`src/rtl/tsr_pkg.sv`:
```
package tsr_pkg;

	localparam int unsigned IDX_W      = 64;
	localparam int unsigned BYTE_W     = 8;
	localparam int unsigned HELD_W     = 7;
	localparam int unsigned RES_W      = 7;
	localparam int unsigned MAXRES     = 64;
	localparam int unsigned IN_TDATA_W = 80;
	localparam int unsigned IN_TUSER_W = 3;

	// tuser bit positions on the slave side
	localparam int unsigned TU_FIRST  = 0;
	localparam int unsigned TU_NODATA = 1;
	localparam int unsigned TU_EOF    = 2;

	typedef struct packed {
		logic load_in;
		logic set_limit;
		logic store;
		logic clr_cnt;
		logic emit_byte;
		logic emit_end;
	} tsr_cmd_t;

	typedef struct packed {
		logic can_emit;
		logic end_ready;
		logic out_free;
		logic seg_last;
	} tsr_stat_t;

endpackage

```
`src/rtl/tsr_ctrl.sv`:
```
module tsr_ctrl (
	input  logic              clk,
	input  logic              arst_n,
	input  logic              in_valid,
	output logic              in_ready,
	input  tsr_pkg::tsr_stat_t stat,
	output tsr_pkg::tsr_cmd_t  cmd
);
	import tsr_pkg::*;

	typedef enum logic [2:0] {
		ST_IDLE,
		ST_LIMIT,
		ST_STORE,
		ST_REL_CHK,
		ST_EMIT,
		ST_END
	} state_t;

	state_t state_q;

	assign in_ready = (state_q == ST_IDLE);

	always_comb begin
		cmd           = '0;
		cmd.load_in   = in_valid && (state_q == ST_IDLE);
		cmd.set_limit = (state_q == ST_LIMIT);
		cmd.store     = (state_q == ST_STORE);
		cmd.clr_cnt   = (state_q == ST_STORE);
		cmd.emit_byte = (state_q == ST_EMIT) && stat.out_free;
		cmd.emit_end  = (state_q == ST_END) && stat.out_free;
	end

	always_ff @(posedge clk or negedge arst_n) begin
		if (!arst_n) begin
			state_q <= ST_IDLE;
		end else begin
			unique case (state_q)
				ST_IDLE: begin
					if (in_valid) state_q <= ST_LIMIT;
				end
				ST_LIMIT: begin
					state_q <= ST_STORE;
				end
				ST_STORE: begin
					state_q <= stat.seg_last ? ST_REL_CHK : ST_IDLE;
				end
				ST_REL_CHK: begin
					priority if (stat.can_emit) state_q <= ST_EMIT;
					else if (stat.end_ready)    state_q <= ST_END;
					else                        state_q <= ST_IDLE;
				end
				ST_EMIT: begin
					if (stat.out_free) state_q <= ST_REL_CHK;
				end
				ST_END: begin
					if (stat.out_free) state_q <= ST_IDLE;
				end
				default: begin
					state_q <= ST_IDLE;
				end
			endcase
		end
	end

endmodule

```
`src/rtl/tsr_datapath.sv`:
```
module tsr_datapath #(
	parameter int unsigned CAPACITY = 64
) (
	input  logic                        clk,
	input  logic                        arst_n,
	input  tsr_pkg::tsr_cmd_t           cmd,
	output tsr_pkg::tsr_stat_t          stat,
	input  logic [tsr_pkg::IDX_W-1:0]   byte_index,
	input  logic [tsr_pkg::BYTE_W-1:0]  byte_value,
	input  logic                        first_of_segment,
	input  logic                        last_of_segment,
	input  logic                        no_data,
	input  logic                        eof_flag,
	input  logic [tsr_pkg::HELD_W-1:0]  stream_held,
	output logic                        out_valid,
	input  logic                        out_ready,
	output logic [tsr_pkg::BYTE_W-1:0]  out_byte,
	output logic                        is_end,
	output logic                        last
);
	import tsr_pkg::*;

	localparam int unsigned SLOT_W = (CAPACITY > 1) ? $clog2(CAPACITY) : 1;
	localparam int unsigned CNT_W  = $clog2(CAPACITY + 1);

	// input transaction held for the duration of the item
	logic [IDX_W-1:0]  idx_s1;
	logic [BYTE_W-1:0] val_s1;
	logic              first_s1;
	logic              last_s1;
	logic              nodata_s1;
	logic              eof_s1;
	logic [HELD_W-1:0] held_s1;

	logic [IDX_W-1:0]  next_q;
	logic [SLOT_W-1:0] next_slot_q;
	logic [IDX_W-1:0]  limit_q;
	logic              end_known_q;
	logic [IDX_W-1:0]  end_q;
	logic              closed_q;
	logic [CAPACITY-1:0] valid_q;
	logic [CNT_W-1:0]  cnt_q;
	logic [BYTE_W-1:0] rd_q;

	logic [BYTE_W-1:0] mem [CAPACITY];

	logic              out_valid_q;
	logic [BYTE_W-1:0] out_byte_q;
	logic              out_end_q;
	logic              out_last_q;

	// window limit
	logic [HELD_W-1:0] room;
	logic [IDX_W:0]    lim_sum;
	logic [IDX_W-1:0]  lim_sat;

	// store slot
	logic              in_win;
	logic [IDX_W-1:0]  offset;
	logic [SLOT_W:0]   slot_sum;
	logic [SLOT_W-1:0] wr_slot;

	// end position
	logic [IDX_W-1:0]  end_new;

	// release
	logic [SLOT_W-1:0] slot_inc;
	logic [IDX_W:0]    next_inc;
	logic [RES_W-1:0]  cnt_ext;
	logic              more_after;
	logic              end_after;

	always_comb begin
		room    = (held_s1 >= HELD_W'(CAPACITY)) ? '0 : HELD_W'(CAPACITY) - held_s1;
		lim_sum = {1'b0, next_q} + {{(IDX_W + 1 - HELD_W){1'b0}}, room};
		lim_sat = lim_sum[IDX_W] ? '1 : lim_sum[IDX_W-1:0];
	end

	always_comb begin
		in_win   = !nodata_s1 && (idx_s1 >= next_q) && (idx_s1 < limit_q);
		offset   = idx_s1 - next_q;
		slot_sum = {1'b0, next_slot_q} + {1'b0, offset[SLOT_W-1:0]};
		wr_slot  = (slot_sum >= (SLOT_W + 1)'(CAPACITY)) ?
		           SLOT_W'(slot_sum - (SLOT_W + 1)'(CAPACITY)) : slot_sum[SLOT_W-1:0];
		end_new  = nodata_s1 ? idx_s1 : ((idx_s1 == '1) ? '1 : idx_s1 + 1'b1);
	end

	always_comb begin
		slot_inc   = (next_slot_q == SLOT_W'(CAPACITY - 1)) ? '0 : next_slot_q + 1'b1;
		next_inc   = {1'b0, next_q} + 1'b1;
		cnt_ext    = RES_W'(cnt_q);
		more_after = valid_q[slot_inc] && (cnt_q < CNT_W'(CAPACITY - 1));
		end_after  = end_known_q && !closed_q && (next_inc >= {1'b0, end_q}) &&
		             ((cnt_ext + 1'b1) < RES_W'(MAXRES));
	end

	always_comb begin
		stat.can_emit  = valid_q[next_slot_q] && (cnt_q < CNT_W'(CAPACITY));
		stat.end_ready = end_known_q && !closed_q && (next_q >= end_q) &&
		                 (cnt_ext < RES_W'(MAXRES));
		stat.out_free  = !out_valid_q || out_ready;
		stat.seg_last  = last_s1;
	end

	assign out_valid = out_valid_q;
	assign out_byte  = out_byte_q;
	assign is_end    = out_end_q;
	assign last      = out_last_q;

	always_ff @(posedge clk) begin
		if (cmd.load_in) begin
			idx_s1    <= byte_index;
			val_s1    <= byte_value;
			first_s1  <= first_of_segment;
			last_s1   <= last_of_segment;
			nodata_s1 <= no_data;
			eof_s1    <= eof_flag;
			held_s1   <= stream_held;
		end
	end

	always_ff @(posedge clk) begin
		if (cmd.store && in_win && !valid_q[wr_slot]) begin
			mem[wr_slot] <= val_s1;
		end
		rd_q <= mem[next_slot_q];
	end

	always_ff @(posedge clk or negedge arst_n) begin
		if (!arst_n) begin
			next_q      <= '0;
			next_slot_q <= '0;
			limit_q     <= '0;
			end_known_q <= 1'b0;
			end_q       <= '0;
			closed_q    <= 1'b0;
			valid_q     <= '0;
			cnt_q       <= '0;
		end else begin
			if (cmd.set_limit && first_s1) begin
				limit_q <= lim_sat;
			end
			if (cmd.store) begin
				if (in_win) valid_q[wr_slot] <= 1'b1;
				if (last_s1 && eof_s1) begin
					end_known_q <= 1'b1;
					end_q       <= end_new;
				end
			end
			if (cmd.clr_cnt) begin
				cnt_q <= '0;
			end
			if (cmd.emit_byte) begin
				valid_q[next_slot_q] <= 1'b0;
				next_q               <= next_inc[IDX_W-1:0];
				next_slot_q          <= slot_inc;
				cnt_q                <= cnt_q + 1'b1;
			end
			if (cmd.emit_end) begin
				closed_q <= 1'b1;
			end
		end
	end

	always_ff @(posedge clk or negedge arst_n) begin
		if (!arst_n) begin
			out_valid_q <= 1'b0;
		end else begin
			priority if (cmd.emit_byte || cmd.emit_end) out_valid_q <= 1'b1;
			else if (out_ready)                         out_valid_q <= 1'b0;
		end
	end

	always_ff @(posedge clk) begin
		if (cmd.emit_byte) begin
			out_byte_q <= rd_q;
			out_end_q  <= 1'b0;
			out_last_q <= !more_after && !end_after;
		end else if (cmd.emit_end) begin
			out_byte_q <= '0;
			out_end_q  <= 1'b1;
			out_last_q <= 1'b1;
		end
	end

endmodule

```
`src/rtl/tcp_stream_reassembler_core.sv`:
```
// Reassembles an out-of-order byte stream delivered one byte per transaction, each byte
// tagged with its absolute stream index. Bytes inside the receive window are parked in a
// CAPACITY-entry byte store; on the tlast transaction of a segment the contiguous run from
// the next expected index is released in order, followed by a single end-of-stream notice
// (tuser set) once the end position is reached. An input transaction passes the idle,
// limit and store states; a tlast transaction adds a release check, then an emit state
// and a new check per released byte and an end state for a notice; emit and end wait
// on m_axis_tready while the output register is full. The release walk reads the byte
// store via its single registered read port, one slot at a time. tready is low mid-item.
module tcp_stream_reassembler_core #(
	parameter int unsigned CAPACITY = 64
) (
	input  logic                              clk,
	input  logic                              arst_n,
	input  logic                              s_axis_tvalid,
	output logic                              s_axis_tready,
	// byte_index, byte_value, stream_held, zero pad
	input  logic [tsr_pkg::IN_TDATA_W-1:0]    s_axis_tdata,
	// first_of_segment, no_data, eof_flag
	input  logic [tsr_pkg::IN_TUSER_W-1:0]    s_axis_tuser,
	input  logic                              s_axis_tlast,
	output logic                              m_axis_tvalid,
	input  logic                              m_axis_tready,
	// out_byte
	output logic [tsr_pkg::BYTE_W-1:0]        m_axis_tdata,
	// is_end
	output logic [0:0]                        m_axis_tuser,
	output logic                              m_axis_tlast
);
	import tsr_pkg::*;

	tsr_cmd_t  cmd;
	tsr_stat_t stat;
	logic      is_end;

	tsr_ctrl u_ctrl (
		.clk      (clk),
		.arst_n   (arst_n),
		.in_valid (s_axis_tvalid),
		.in_ready (s_axis_tready),
		.stat     (stat),
		.cmd      (cmd)
	);

	tsr_datapath #(
		.CAPACITY (CAPACITY)
	) u_datapath (
		.clk              (clk),
		.arst_n           (arst_n),
		.cmd              (cmd),
		.stat             (stat),
		.byte_index       (s_axis_tdata[IDX_W-1:0]),
		.byte_value       (s_axis_tdata[IDX_W +: BYTE_W]),
		.first_of_segment (s_axis_tuser[TU_FIRST]),
		.last_of_segment  (s_axis_tlast),
		.no_data          (s_axis_tuser[TU_NODATA]),
		.eof_flag         (s_axis_tuser[TU_EOF]),
		.stream_held      (s_axis_tdata[IDX_W + BYTE_W +: HELD_W]),
		.out_valid        (m_axis_tvalid),
		.out_ready        (m_axis_tready),
		.out_byte         (m_axis_tdata),
		.is_end           (is_end),
		.last             (m_axis_tlast)
	);

	assign m_axis_tuser[0] = is_end;

endmodule

```
`config.mk`:
```
export PLATFORM = sky130hd
export DESIGN_NAME = tcp_stream_reassembler_core
export DESIGN_NICKNAME = d
export VERILOG_FILES = /design/src/rtl/tsr_pkg.sv /design/src/rtl/tsr_ctrl.sv /design/src/rtl/tsr_datapath.sv /design/src/rtl/tcp_stream_reassembler_core.sv
export SDC_FILE = /design/constraint.sdc
export NUM_CORES = 2
export LEC_CHECK = 0
export ABC_CLOCK_PERIOD_IN_PS = 5720
export BUFFER_PORTS_ARGS = -buffer_cell sky130_fd_sc_hd__buf_2
export CAP_MARGIN = 15
export CORE_MARGIN = 2
export CORE_UTILIZATION = 39
export DETAILED_ROUTE_END_ITERATION = 8
export GPL_ROUTABILITY_DRIVEN = 0
export PLACE_DENSITY_LB_ADDON = 0.12
export SYNTH_ARGS = -nofsm -noshare
export SYNTH_HDL_FRONTEND = slang
export SYNTH_SLANG_ARGS = --single-unit
```
`constraint.sdc`:
```
create_clock -name clk -period 5.72 [get_ports clk]
set_clock_uncertainty 0.2 [all_clocks]
set_input_delay 0.572 -clock clk [delete_from_list [all_inputs] [get_ports clk]]
set_output_delay 0.572 -clock clk [all_outputs]
set_load 0.01 [all_outputs]
```
## Word-level counts from Yosys, hierarchy flattened

Memory sizes are Yosys's and may differ from the RTL's. A register that Yosys moved wholly into a read port is not among the register bits.
Index checks and enable logic that the tools add are counted.

- Equal/unequal tests: 10
- $add $sub $neg: 9
- Multiplexer cells: 36
- Bitwise logic cells: 3
- Reductions and logical operators: 33
- $lt $le $gt $ge: 14

Operators with widths:

| kind | number |
|---|---|
| $mux W64 | 6 |
| $ge A64 B64 Y1 | 2 |
| $add A64 B1 Y65 const B | 1 |
| $add A64 B7 Y65 | 1 |
| $ge A65 B64 Y1 | 1 |
| $add A64 B1 Y64 const B | 1 |
| $and A64 B64 Y64 | 1 |
| $eq A64 B64 Y1 const B | 1 |
| $lt A64 B64 Y1 | 1 |
| $not A64 Y64 | 1 |
| $or A64 B64 Y64 | 1 |
| $lt A6 B7 Y1 const B | 3 |
| $mux W7 | 3 |
| $logic_and A1 B1 Y1 | 19 |
| $bmux W1 S6 | 3 |
| $pmux W3 S6 | 1 |
| $mux W8 | 2 |
| $mux W3 | 5 |
| $ge A7 B7 Y1 const B | 2 |
| $lt A7 B7 Y1 const B | 2 |
| $demux W1 S6 | 2 |
| $ge A6 B1 Y1 const B | 2 |
| $mux W6 | 2 |
| $mux W1 | 11 |
| other kinds (20) | 31 |

- Bits in registers: 368
- Input bits: 88
- Memory bits (writable): 512
- Logic and storage cells: 126
- Memories: 1

Memory list:

| memory | depth | bits a word | read ports | clocked after memory_dff | write ports | RTL line | text |
|---|---|---|---|---|---|---|---|
| u_datapath.mem | 64 | 8 | 1 | 1 | 1 | tsr_datapath.sv:45 | `logic [BYTE_W-1:0] mem [CAPACITY];` |

## Longest topological paths before layout

- Depth after elaboration: 13
- Gate-level depth with buffers: 18
- Gate-level depth less buffers: 17

## Hierarchy

A second synthesis with hierarchy kept.

- Cells, all modules: 3931
- Area, all modules: 45063.2 um^2

By module, submodules not included:

| module | instances | cells each | area an instance (um^2) |
|---|---|---|---|
| tsr_datapath | 1 | 3903 | 44830.5 |
| tsr_ctrl | 1 | 28 | 232.7 |

## Worst setup path before layout

No wires, ideal clock.

- Kind: register to register
- Start: reg u_datapath.idx_s1[0]
- End: mem u_datapath.mem[16][0], enable pin
- Data arrival time: 4.393 ns
- Required time: 5.122 ns
- Setup slack: 0.729 ns
- Clock period less this slack: 4.991 ns
- Stages on the path, launching flop included: 14
- Path through: edfxtp_1 inv_1 ha_1 inv_1 fa_1 inv_1 fa_1 xnor2_2 buf_6 mux4_2 mux2_2 o211ai_4 nand2_1 nor4b_1

- Cells in the longest elaborated chain, start to end: 10
- Elaborated cells between the ends (all ways): 16

Ends and longest elaborated chain:

| element | RTL line | text |
|---|---|---|
| start: declaration | tsr_datapath.sv:27 | `logic [IDX_W-1:0] idx_s1;` |
| start signal: assignment | tsr_datapath.sv:112 | `idx_s1 <= byte_index;` |
| $sub A6 B6 Y6 | tsr_datapath.sv:81 | `offset = idx_s1 - next_q;` |
| $add A6 B6 Y7 | tsr_datapath.sv:82 | `slot_sum = {1'b0, next_slot_q} + {1'b0, offset[SLOT_W-1:0]};` |
| $sub A6 B1 Y6 or $ge A7 B7 Y1 (tied branches) | tsr_datapath.sv:84, tsr_datapath.sv:83 |  |
| $mux W6 | tsr_datapath.sv:83 | `wr_slot = (slot_sum >= (SLOT_W + 1)'(CAPACITY)) ?` |
| $bmux W1 S6 | tsr_datapath.sv:123 | `if (cmd.store && in_win && !valid_q[wr_slot]) begin` |
| $mux W1 (not written as such) | tsr_datapath.sv:123 |  |
| $logic_not A1 Y1 | tsr_datapath.sv:123 |  |
| $logic_and A1 B1 Y1 | tsr_datapath.sv:123 |  |
| $mux W1 | tsr_datapath.sv:123 |  |
| $mux W1 (not written as such) | tsr_datapath.sv:124 | `mem[wr_slot] <= val_s1;` |
| end: declaration | tsr_datapath.sv:45 |  |

Parallel ways exist; a longest one is shown, timed or not. The select of a mux whose other input is x is not followed.

## Worst setup path in the final report

- Start: reg u_datapath.idx_s1[0]
- End: mem u_datapath.mem[16][5], enable pin

Same word-level chain as after synthesis.

==> impl_metrics.toml <==
[global_route]
grt_overflow_total = 0
antenna_found_initial = 6
grt_pass1_wl_um = 221000
grt_pass1_vias = 32826
grt_max_degree = 121
grt_use_total_pct = 25.2

[yosys]
ys_seq_area_share_pct = 55.8
synth.cell_area_mm2 = 0.0452
ys.flop_type = "edfxtp_1"
synth.distinct_cells = 83
synthCells = 3891
yosys_register_bits = 888
syn_area_per_cell_um2 = 11.6
synth-edff-count = 604
synth_top_area_share_pct = 40.1
synthArstFlopShare_pct = 31.0
yosys.area.top_type = "edfxtp_1"
synth_area_leaders = "edfxtp_1 (40%), dfrtp_1 (15%), ha_1 (7.5%)"
ys.warnings.count = 0
synth_nets = 4254

[drt]
wl_um = 151000
initialDrtViolationCount = 3157
vias = 33539
vias_per_cell = 5.86
avgRoutedWirePerCell_um = 26.4
ant_nets = 0
drtPass1Iterations = 5
drt_drc_violations_left = 0

[setup_path]
cp.required_ps = 5930
crit_fanout = 14
end_kind = "flip-flop"
crit_arrival_ps = 5530
crit_path_start_kind = "flip-flop"
critPathKind = "flip-flop to flip-flop"

[clocking]
cts_resized = 0
clock_path_buffers = 3
clock-sinks = 888
cts_max_level = 3
clk_pin_slew_ps = 60
cts_buffers = 101
clk-insertion-delay-late_ps = 730
root_buffer = "clkbuf_16"
cts_tree = "done"

[power_and_ir_drop]
cell_internal_pwr_w = 0.0153
vdd_ir_drop_max_mv = 0.416
pwr-share-clk_pct = 26.0
power_frac_seq_pct = 31.4
swShare_pct = 41.9
switchingPower_w = 0.0110
leakagePower_nw = 19.5
power_frac_comb_pct = 42.5
power_density_mw_per_mm2 = 501

[cells_and_area]
nNetsFinal = 4486
final_area_mm2 = 0.0525
diodes = 0
drive_above_1_share_pct = 11.3
syn2layout_area_growth_pct = 16.2

[timing]
finalHoldViolCount = 0
slew_violations = 0
fin_crit_sh_pct = 93.0
fmax_ghz = 0.188
setup-violations-final = 0
fin_tns_setup_ps = 0
relSlewSlack_pct = 20.9
rsz0062_at_grt = "no"
tightest_slew_ps = 1180
finalWorstSetupSlack_ps = 403
period_needed_ps = 5320

[die]
row_count = 124
core_mm2 = 0.115
die_h_um = 344
start_util_pct = 39.4
die_w_um = 344
die-area_mm2 = 0.119
io_pins = 100

[place]
port_buffers = 98
dp_slack_ps = 456
dpl_cell_area_mm2 = 0.0481
dp.final_hpwl_um = 103000

[min_path]
hold_path_class = "input port to asynchronous set/reset pin"

[status]
status = "finished clean"

[flow_run]
cap_violations = 0
==> state kept, by name, indices dropped and copies added (netlist names), 3 cells and up <==
register,count
u_datapath.limit_q,64
u_datapath.next_slot_q,6
u_datapath.mem,512
u_datapath.val_s1,8
u_datapath.cnt_ext,7
u_ctrl.state_q,3
u_datapath.idx_s1,64
u_datapath.held_s1,7
u_datapath.next_q,64
u_datapath.out_byte,8
u_datapath.rd_q,8
u_datapath.valid_q,64
u_datapath.end_q,64
==> path summary, 6_finish.rpt <==
path	from	cells after the start	end	slack, ps
max in group asynchronous	arst_n	3	u_datapath.limit_q[20]	3620
hold / removal	arst_n	2	u_datapath.end_q[9]	250
setup / recovery	u_datapath.idx_s1[0]	14	u_datapath.mem[16][5]	400
min in group clk	u_datapath.closed_q	2	u_datapath.closed_q	260
hold reg to reg	u_datapath.closed_q	2	u_datapath.closed_q	260
setup reg to reg	u_datapath.idx_s1[0]	14	u_datapath.mem[16][5]	400
==> cells by family after synthesis <==
kind of cell    after synthesis  share of synthesized area, %
simple gates                990                          11.2
mux                          42                          1.33
xor+xnor                    257                          5.00
flops                       888                          55.8
compound gates             1020                          15.4
fa+ha+maj                   275                          7.66
buf+inv                     419                          3.63
==> layout make-up <==
class	instances	area, µm²
clock buffer	138	2770
inverter	220	826
tap	1512	1890
timing repair buffer	328	2540
clock inverter	53	743
fill	10659	62200
sequential	888	25200
multi-input combinational	2584	18500
==> worst max-delay path, cell delays in order, from the launching register on <==
cell and delay (ps):
edfxtp_1 440, inv_1 130, ha_1 170, inv_1 50
fa_1 530, inv_1 70, fa_1 470, xnor2_2 770
buf_12 240, mux4_2 490, mux2_2 300, o211ai_4 360
nand2_1 300, nor4b_2 270, buf_4 220
==> metal layers <==
layer  track usage, %  wire [µm]  up-vias
li1                 -          -    15324
met1             34.1      65100    16818
met2             41.5      71900     1118
met3             3.36       8280      279
met4             9.10       5640        0
met5                0          0        -
==> power by group through the flow <==
stage	registers (W)	logic (W)	clock network [W]
6_report	0.00827	0.0112	0.00685
3_5_place_dp	0.00839	0.0110	0
3_3_place_gp	0.00839	0.0110	0
4_1_cts	0.00827	0.0111	0.00697
5_1_grt	0.00834	0.0120	0.00721
2_1_floorplan	0.00831	0.00639	0
==> synth_stat cells, drive strengths merged, types with 5 or more instances <==
library cell  number
o211ai            21
o221ai             5
o2111ai           57
or4                7
nand2            253
nor4              25
inv              216
nor2             196
mux2i             23
nor3b              5
and2              28
ha               272
and3b              7
a21oi             97
nor3              74
xnor2            224
o21ai            267
clkbuf           151
nand2b             7
a21o              67
dfrtp            275
a221oi            44
a31oi             28
edfxtp           604
nand3             97
xor2              33
o21a              12
and4              22
mux2               5
a22oi            323
buf               48
mux4              14
dfxtp              9
a211o              8
or2                8
a22o              27
or3               11
and3              58
nand4            157
a211oi            20
nor2b             20
o31ai              7
==> what timing repair did <==
| item | 4_1_cts | 5_1_grt |
|---|---|---|
| hold buffers | 84 | 0 |
| hold endpoints to repair | 162 | 0 |
| buffers inserted | 0 | 0 |
==> per-stage QoR <==
step                      util [%]  total power (W)  std cells  hold WS (ps)
after floorplan                  -           0.0147       3891          76.4
after CTS                     45.8           0.0264       5723           229
after global placement        42.0           0.0194       5448           241
after global routing          45.8           0.0275       5723           298
after detailed placement      42.0           0.0194       5448           254
final                         45.8           0.0263       5723           249
==> cell usage in the layout (no fill, tap or decap), types with 22 or more instances in the layout <==
master,Yosys,layout
buf_2,27,97
edfxtp_1,604,604
and4_1,22,22
nor2_1,193,190
xor2_1,33,33
ha_1,272,271
a31oi_1,28,28
and3_1,58,56
buf_4,3,138
o2111ai_1,57,57
dfrtp_1,275,275
nand3_1,97,97
a21o_1,67,67
dlygate4sd3_1,0,84
mux2i_1,23,23
xnor2_1,223,223
nand2_1,252,250
a22o_1,27,27
clkbuf_16,0,101
nand4_1,157,157
a21oi_1,97,97
clkbuf_1,150,27
inv_1,216,216
and2_1,24,22
nor3_1,68,64
o21ai_0,266,266
a221oi_1,44,44
a22oi_1,323,323
Note: power is estimated with default switching activity, not from simulation.
